--- config.mk ---
export PLATFORM = sky130hd
export DESIGN_NAME = stq_ram
export DESIGN_NICKNAME = d
export VERILOG_FILES = /design/src/stq_ram.sv
export SDC_FILE = /design/constraint.sdc
export NUM_CORES = 1
export LEC_CHECK = 0
export ABC_CLOCK_PERIOD_IN_PS = 3600
export BUFFER_PORTS_ARGS = -buffer_cell sky130_fd_sc_hd__buf_2
export CORE_MARGIN = 3
export CORE_UTILIZATION = 35
export CTS_CLUSTER_DIAMETER = 200
export CTS_CLUSTER_SIZE = 25
export DETAILED_ROUTE_END_ITERATION = 10
export GPL_TIMING_DRIVEN = 0
export PLACE_DENSITY = 0.61
export SETUP_SLACK_MARGIN = 0.15
export SYNTH_ARGS = -nofsm -noshare
export SYNTH_HDL_FRONTEND = slang
export SYNTH_SLANG_ARGS = --single-unit
export TNS_END_PERCENT = 100
--- constraint.sdc ---
create_clock -name i_clk -period 3.6 [get_ports i_clk]
set_clock_uncertainty 0.15 [all_clocks]
set_input_delay 0.18 -clock i_clk [delete_from_list [all_inputs] [get_ports i_clk]]
set_output_delay 0.18 -clock i_clk [all_outputs]
set_load 0.05 [all_outputs]
--- src/stq_ram.sv ---
// Generic single-port-write, single-port-read RAM with a registered read.
// No dependencies.
module stq_ram #(
    parameter int WIDTH = 8,
    parameter int DEPTH = 16
) (
    input  logic                     i_clk,
    input  logic                     i_we,
    input  logic [$clog2(DEPTH)-1:0] i_waddr,
    input  logic [WIDTH-1:0]         i_wdata,
    input  logic [$clog2(DEPTH)-1:0] i_raddr,
    output logic [WIDTH-1:0]         o_rdata
);
    logic [WIDTH-1:0] r_mem [DEPTH];

    always_ff @(posedge i_clk) begin
        if (i_we) begin
            r_mem[i_waddr] <= i_wdata;
        end
        o_rdata <= r_mem[i_raddr];
    end
endmodule

==> impl_metrics.csv <==
group,metric,value,unit
setup_path,crit_required,3.46,ns
synthesis,syn-cell-area,0.00515,sq mm
setup_path,cp_cell_sequence,"buf_2 > or3b_2 > nor3_1",
floorplan,design.core.area,0.0141,sq mm
synthesis,synth_nets,247,
timing,post-route-period-util,52.8,%
run,drv_cap,0,
clock_network,ctsLongestPathBuffers,2,
drt,drc,0,
drt,top_layer_used,"met4",
setup_path,critPathBufInv,1,
floorplan,row_count,43,
pwr,p_leak,2.05,nW
clock_network,post_cts_buffers,0,
setup_path,crit_path_end_kind,"flip-flop",
pwr,peakVddDrop,0.000321,V
timing,fmax,527,MHz
synthesis,yosysUniqueCellTypes,19,
synthesis,synthTopCellsByArea,"edfxtp_1 (75%), mux4_2 (7.9%), mux4_1 (7.1%), dfxtp_1 (3.1%), a22oi_1 (2.3%)",
layout,layout.nets,291,
setup_path,critical_path_class,"in -> reg",
layout,diodes,0,
synthesis,yosys_warnings,0,
synthesis,ys_ff_latch,136,
floorplan,initial_core_util,36.4,%
layout,multi_input_area,0.00106,sq mm
synthesis,synth_largest_area_cell,"edfxtp_1",
place,dpl.hpwl,6530,microns
layout,drive_gt1_share,27.7,%
clock_network,clock_sinks,136,
setup_path,cp.arrival,1.76,ns
global_route,grt_max_degree,17,
drt,met2_length,4910,microns
timing,rsz0062_at_grt,"false",
timing,slew_viol_final,0,
clock_network,htree_levels,4,
synthesis,yosysSeqAreaShare,77.8,%
floorplan,die_h,127,microns
setup_path,cpLargestDelayFamily,"simple AND/OR/NAND/NOR gates",
timing,setup_violations,0,
floorplan,die_w,127,microns
drt,postRouteAntennaNets,0,
synthesis,synth_cells,229,
clock_network,post_cts_resize_count,0,
timing,fin_tns_setup,0,ns
floorplan,io_pins,26,
clock_network,clk_latency,0.40,ns
setup_path,crit_path_start_kind,"primary input",
global_route,grt_overflow,0,
setup_path,slowest_delay,0.95,ns
place,place.gp.congestion,0.846,
drt,routed_wl,10200,microns
timing,tightest_slew,1.30,ns
floorplan,dieArea,0.0162,sq mm
drt,wl_per_cell,21.9,microns
clock_network,root_buffer,"clkbuf_16",
layout,area_growth_syn_to_layout,19.3,%
timing,slew_headroom,12.8,%
timing,post-route-min-period,1.90,ns
global_route,grt_pass1_wl,15000,microns
drt,via_count,2365,
layout,fin_util,43.4,%
drt,drt_iter0_drc,177,
clock_network,numCtsBuffers,17,
timing,finalHoldViolCount,0,
drt,wl_met1,4300,microns
synthesis,syn_avg_cell_area,22.5,sq um
global_route,grt.total_usage,13.3,%
hold_path,worst_hold_path_type,"in -> reg",
drt,met3WireLength,887,microns
drt,first_pass_iters,4,
pwr,p_per_area,629,mW/mm^2
clock_network,hold_buffers,0,
layout,layout.area.seq,0.00400,sq mm
synthesis,yosys.area.top_type_share,74.7,%
timing,whs,0.0250,ns
clock_network,path_clk_slew,0.06,ns
setup_path,crit_path_max_fanout,8,
place,portBuffers,24,
layout,fillCellCount,1210,
drt,via_per_inst,5.09,
status,status,"complete, no violations",
global_route,grt_pass1_vias,2427,
clock_network,cts_tree,"done",
setup_path,rrSetupSlack,1.94,ns
global_route,antenna_found_initial,0,
setup_path,cp_slowest_cell,"nor3_1",
worst register-to-register path, delay by kind of cell (launching register included):
kind / cells / cell delay (ns)
AO/OA/AOI/OAI: 1 / 0.34
multiplexers: 1 / 0.57
AND/OR/NAND/NOR: 1 / 0.12
flip-flops: 1 / 0.35
sequential cells by signal, indices dropped and copies added (netlist names):
signal / flops
o_rdata: 8
r_mem: 128
cells in the mapped netlist:
master           number
a22oi_1              16
and2_1                1
and2b_1               1
buf_2                 3
buf_4                 1
buf_6                 3
clkdlybuf4s25_2       3
dfxtp_1               8
edfxtp_1            128
mux4_1               14
mux4_2               18
nand2_1               9
nand2b_1              2
nand3_1               1
nand3b_1              2
nor2_1               13
nor2b_1               1
nor3_1                4
or3b_2                1
report_power, final:
part           switching (mW)  internal, mW  total [mW]
Combinational           0.137        0.0706       0.207
Clock                   0.593          1.28        1.88
Sequential            0.00822          1.77        1.78
Total                   0.738          3.12        3.86
per-layer routing:
metal / global-route usage (%) / vias to the layer above
li1: - / 1063
met1: 18.4 / 1211
met2: 20.3 / 85
met3: 4.77 / 6
met4: 3.41 / 0
met5: 0 / -
cells in the final DEF (no fill, tap or decap), drive strengths merged:
| master | count |
|---|---|
| nand2b | 2 |
| edfxtp | 128 |
| and2b | 1 |
| nor3 | 4 |
| buf | 31 |
| mux4 | 32 |
| nand3b | 2 |
| nand2 | 9 |
| clkbuf | 20 |
| bufinv | 6 |
| nor2 | 13 |
| clkdlybuf4s25 | 3 |
| or3b | 1 |
| clkinv | 6 |
| a22oi | 16 |
| dfxtp | 8 |
| nand3 | 1 |
| and2 | 1 |
| nor2b | 1 |
final cells by class:
type / instances / area share (%)
sequential: 136 / 65.2
multi-input combinational: 83 / 17.2
clock buffer: 19 / 7.05
tap: 180 / 3.67
clock inverter: 12 / 3.34
timing repair buffer: 25 / 2.08
buffer: 10 / 1.41
worst paths after layout:
path	startpoint	endpoint	cells after the start
setup / recovery	i_waddr[2]	r_mem[0][6]	3
hold / removal	i_wdata[5]	r_mem[7][5]	1
setup reg to reg	r_mem[1][3]	o_rdata[3]	3
hold reg to reg	r_mem[14][1]	o_rdata[1]	3
metrics by stage:
step                worst slack (ns)  instance area (sq um)  power (mW)  instances
floorplan                       1.78                   5150        1.94        229
global placement                1.25                   5490        2.01        433
detailed placement              1.26                   5490        2.02        433
CTS                             1.69                   6130        3.89        464
global route                    1.58                   6140        3.99        465
finish                          1.70                   6140        3.86        465
cells by family (layout without fill, tap and decap cells):
family          Yosys count  in the layout  share of synthesized area (%)
mux                      32             32                           15.0
simple gates             35             35                           3.18
buf+inv                  10             66                           1.68
flops                   136            136                           77.8
compound gates           16             16                           2.33
(Power assumes the default switching activity.)
